`config.mk`:
```
export PLATFORM = sky130hd
export DESIGN_NAME = sbi_lane
export DESIGN_NICKNAME = d
export VERILOG_FILES = /design/src/hdl/sbi_pkg.sv /design/src/hdl/sbi_lane.sv
export SDC_FILE = /design/constraint.sdc
export NUM_CORES = 1
export LEC_CHECK = 0
export ABC_AREA = 1
export BUFFER_PORTS_ARGS = -buffer_cell sky130_fd_sc_hd__buf_2
export CELL_PAD_IN_SITES_DETAIL_PLACEMENT = 0
export CELL_PAD_IN_SITES_GLOBAL_PLACEMENT = 2
export CORE_UTILIZATION = 29
export CTS_CLUSTER_DIAMETER = 60
export DETAILED_ROUTE_END_ITERATION = 8
export PLACE_DENSITY = 0.84
export SETUP_SLACK_MARGIN = 0.15
export SYNTH_ARGS = -nofsm -noshare
export SYNTH_HDL_FRONTEND = slang
export SYNTH_SLANG_ARGS = --single-unit
export TNS_END_PERCENT = 10
```
`constraint.sdc`:
```
create_clock -name clk -period 3.55 [get_ports clk]
set_input_delay 0.1775 -clock clk [delete_from_list [all_inputs] [get_ports clk]]
set_output_delay 0.1775 -clock clk [all_outputs]
set_load 0.03 [all_outputs]
```
`src/hdl/sbi_pkg.sv`:
```
// Shared types and constants for the segment/box intersection block.
`default_nettype none
package sbi_pkg;

	localparam int unsigned NUM_AXES  = 3;
	localparam int unsigned NUM_PAIRS = 6;

	typedef logic [1:0] axis_t;

	// Per-axis slab status handed from a lane to the merge stage.
	typedef struct packed {
		logic par;     // segment parallel to this axis
		logic par_ok;  // start lies within [low, low + extent]
	} slab_flags_t;

	// Ordered pairs of distinct axes (i, j) for the cross-slab checks.
	localparam axis_t PAIR_I [NUM_PAIRS] = '{2'd0, 2'd0, 2'd1, 2'd1, 2'd2, 2'd2};
	localparam axis_t PAIR_J [NUM_PAIRS] = '{2'd1, 2'd2, 2'd0, 2'd2, 2'd0, 2'd1};

endpackage
`default_nettype wire

```
`src/hdl/sbi_lane.sv`:
```
// One axis lane: slab bounds as exact fractions num/den, with den > 0 unless the segment is parallel.
`default_nettype none
module sbi_lane #(
	parameter int unsigned W = 32
) (
	input  wire logic                  clk,
	input  wire logic                  en,
	input  wire logic signed [W-1:0]   start,
	input  wire logic signed [W-1:0]   stop,
	input  wire logic signed [W-1:0]   low,
	input  wire logic        [W-2:0]   extent,
	output logic signed [W+1:0]        lower_s1,
	output logic signed [W+1:0]        upper_s1,
	output logic        [W-1:0]        den_s1,
	output sbi_pkg::slab_flags_t       flags_s1
);

	logic signed [W:0]   delta;
	logic signed [W:0]   delta_neg;
	logic signed [W:0]   high;
	logic signed [W+1:0] s2, lo2, hi2;
	logic                neg;
	sbi_pkg::slab_flags_t flags;

	assign delta     = {stop[W-1], stop} - {start[W-1], start};
	assign delta_neg = -delta;
	assign high      = {low[W-1], low} + $signed({2'b00, extent});
	assign neg       = delta[W];

	assign s2  = {{2{start[W-1]}}, start};
	assign lo2 = {{2{low[W-1]}}, low};
	assign hi2 = {high[W], high};

	assign flags.par    = (delta == '0);
	assign flags.par_ok = (s2 >= lo2) && (s2 <= hi2);

	always_ff @(posedge clk) begin
		if (en) begin
			lower_s1 <= neg ? (s2 - hi2) : (lo2 - s2);
			upper_s1 <= neg ? (s2 - lo2) : (hi2 - s2);
			// |delta| < 2^W, so W bits hold the denominator
			den_s1   <= neg ? delta_neg[W-1:0] : delta[W-1:0];
			flags_s1 <= flags;
		end
	end

endmodule
`default_nettype wire

```
==> impl_results.md <==
- Crit path largest cell delay: between 0.3 and 0.4 ns
- DRC: 0
- Nets: between 3,000 and 4,000
- P_leak: roughly 0.012 uW
- Count leader, synth: nand2_1
- Combinational fraction of design power: between 60% and 70%
- TritonCTS clock tree: built
- Hold worst-path end: den_s1[0]
- Number of global-route vias before repair: roughly 20,000
- Synth warn: 0
- Top cells by count, synth: nand2_1 (788), inv_1 (436), nor2_1 (262)
- Hold Path Origin: stop[0]
- Syn Nets: between 3,000 and 4,000
- CTS clock-pin slew for the worst setup and hold paths: 0.08 ns
- Synth Register Bits: roughly 100
- Switching part of the total: about half
- RSZ-0062 raised after global routing: yes
- Pin count of the biggest net entering global routing: a little over 100
- CP Capture Type: flip-flop
- Setup TNS: 0 ns
- Post-synthesis async set-or-reset flop share: 0%
- CP Max Fanout: 6
- H-tree Lvls: 3
- Initial DRC count: 1,506
- Initial antenna violation count: 2
- Root buf cell: clkbuf_16
- Clock Sinks: a little over 100
- XOR/XNOR Fraction of Synth Area: under 10%
- Max-Cap Viols: 0
- IR drop worst, VDD: ~300 uV
- Synth Area in Compound Gates: 15.9%
- Final Wtd Congestion: 0.930
- HPWL after detailed placement: between 70 and 80 mm
- Final Hold Fails: 0
- PD cells: about 450 nW/um^2
- Multiplexer share of the synthesized area: 0%
- Clock power share: roughly an eighth
- WP buf/inv: 7
- # IOs: ~230
- Critical path's slowest cell: fa_2
- Cts hold-fix bufs: 0
- Critical Path RT: 3.70 ns
- Sequential share of power: 17.6%
- Synth cell types: 50
- P_sw: 5230 uW
- Die W: roughly 240 um
- Core footprint: 57,800 um^2
- Final Critical Period: 3.53 ns
- First-pass GRT wire length: ~120 mm
- Pint: ~5400 uW
- Slew @ Worst Pin: between 0.9 and 1 ns
- Final slew viol count: 0
- Final ANT Viol Nets: 0
- Overflow after GRT: 0
- Critical Path AT: 3.68 ns
- Part of the cycle the worst path needs: 99.5%
- Critical Path Source Type: primary input
- Crit path max-delay family: adder cells
- Area grow syn2layout: 38.9%
- Kind of critical path: primary input to flip-flop
- Clock buffer count from CTS: 9
- Top cell by count, worst path: nand2_2
- Hold path depth: 4
- Outcome: finished, final reports clean
- Cell type with the largest total area after synthesis: edfxtp_1
- Post-Synthesis Cells: roughly 2,700
- Top FF cell, synth: edfxtp_1
- Initial DRT Pass Iterations: 5
- Yosys top cell area share: 18.0%
- EDFF count, synth: about 100
- IO buf count: between 200 and 250
- Final wirelength: 84.4 mm
- Rows: 88
- Total Routing Usage GR: around 28%
- Post-Syn Area: roughly 17,000 um^2
- Vias: 20,000
- Die H: between 200 and 250 um
- Ant diodes: 0
- Syn_area_per_cell: 6.26 um^2
- Worst hold path type: primary input to flip-flop
- Synth Area in Simple Gates: between 30% and 40%
- Slew margin rel.: 39.9%
- Die ar.: approximately 60,000 um^2
- Largest family of logic cells by synthesized area: simple AND/OR/NAND/NOR gates
- Vias per inst: a little under 5
- Synth Area in Adders: approximately 15%
- Initial Util: between 20 and 30%
- Post-synthesis sequential area ratio: 18.0%
- Share of post-route cells with drive strength above 1: approximately 28%
- Util after Layout: 40.8%
- Ranking of synthesized cells by area: edfxtp_1 (18%), nand2_1 (17%), ha_1 (14%)
- Post-DR wirelength/cell: a little over 20 um
- CTS Buffer Depth: 2
- Final Setup Violations: 0
- F_max: 283 MHz
[tightest hold or removal path, stage by stage]
cell	delay, ns
buf_2	0.10
inv_1	0.04
ha_1	0.16
inv_1	0.05
[final cells by class]
| class | instances | area, um^2 |
|---|---|---|
| Sequential cell | 102 | 3060 |
| Tap cell | 765 | 957 |
| Clock inverter | 6 | 158 |
| Fill cell | 6264 | 34200 |
| Timing Repair Buffer | 682 | 4620 |
| Inverter | 446 | 1680 |
| Clock buffer | 10 | 229 |
| Multi-Input combinational cell | 2106 | 12900 |
[power groups by stage]
stage                     Sequential [uW]  Combinational, uW  Clock (uW)
after floorplan                      2490               3060           0
after global placement               1910               6830           0
after detailed placement             1900               6820           0
after CTS                            1880               7100        1440
after global routing                 1900               7900        1460
final                                1880               7360        1410
[placed cells by master, fill, tap and decap left out, types with 31 or more instances in the layout]
cell type  instances
nand2_1          766
nand3_1          101
inv_1            423
nand4_1           31
buf_2            227
nor2_2            40
nor2_1           226
o21ai_0          104
buf_4            445
o21ai_1           36
a21oi_1          145
xor2_1           120
nand2_2           43
ha_1             173
edfxtp_1         102
[state kept, by name, summed over array words and instances, names as in the netlist]
register / cells
flags_s1: 2
den_s1: 32
lower_s1: 34
upper_s1: 34
[cells by family (layout without fill, tap and decap cells)]
family	Yosys count	count (layout)
adders and majority gates	201	201
buffers and inverters	506	1144
and+or+nand+nor	1270	1270
AOI/OAI and AO/OA	470	470
DFF	102	102
xor gates and xnor gates	165	165
[stage by stage]
| stage | power (uW) | cell area (um^2) | hold slack [ns] | setup slack (ns) | instances |
|---|---|---|---|---|---|
| floorplan | 5540 | 17000 | 0.290 | 0.0984 | 2714 |
| global placement | 8740 | 22100 | 0.654 | -0.933 | 4082 |
| detailed placement | 8730 | 22100 | 0.654 | -0.945 | 4082 |
| CTS | 10400 | 23200 | 0.266 | 0.0139 | 4107 |
| global route | 11300 | 23600 | 0.307 | -0.199 | 4117 |
| finish | 10600 | 23600 | 0.290 | 0.0184 | 4117 |
[worst max-delay path by stage]
stage          cells after the start  startpoint  slack, ns           end
6_report                          26      low[0]       0.02  upper_s1[32]
5_1_grt                           26      low[0]      -0.20  lower_s1[32]
4_1_cts                           25      low[0]       0.01  lower_s1[31]
3_5_place_dp                      28      low[0]      -0.94  lower_s1[31]
3_3_place_gp                      27      low[0]      -0.93  lower_s1[31]
2_1_floorplan                     24      low[0]        0.1  lower_s1[31]
[repair_timing]
action / 4_1_cts / 5_1_grt
endpoints found under the setup margin: 50 / 49
pin swaps: 54 / 37
buffers inserted: 9 / 10
resized for setup: 140 / 92
cloned: 0 / 0
[routing by layer]
| metal | up-vias | track usage (%) | routed length [um] |
|---|---|---|---|
| met5 | - | 0 | 0 |
| met4 | 0 | 10.2 | 3000 |
| met3 | 99 | 2.81 | 3900 |
| met2 | 516 | 48.4 | 40400 |
| met1 | 9412 | 35.2 | 37100 |
| li1 | 9998 | - | - |
(Power assumes the default switching activity.)
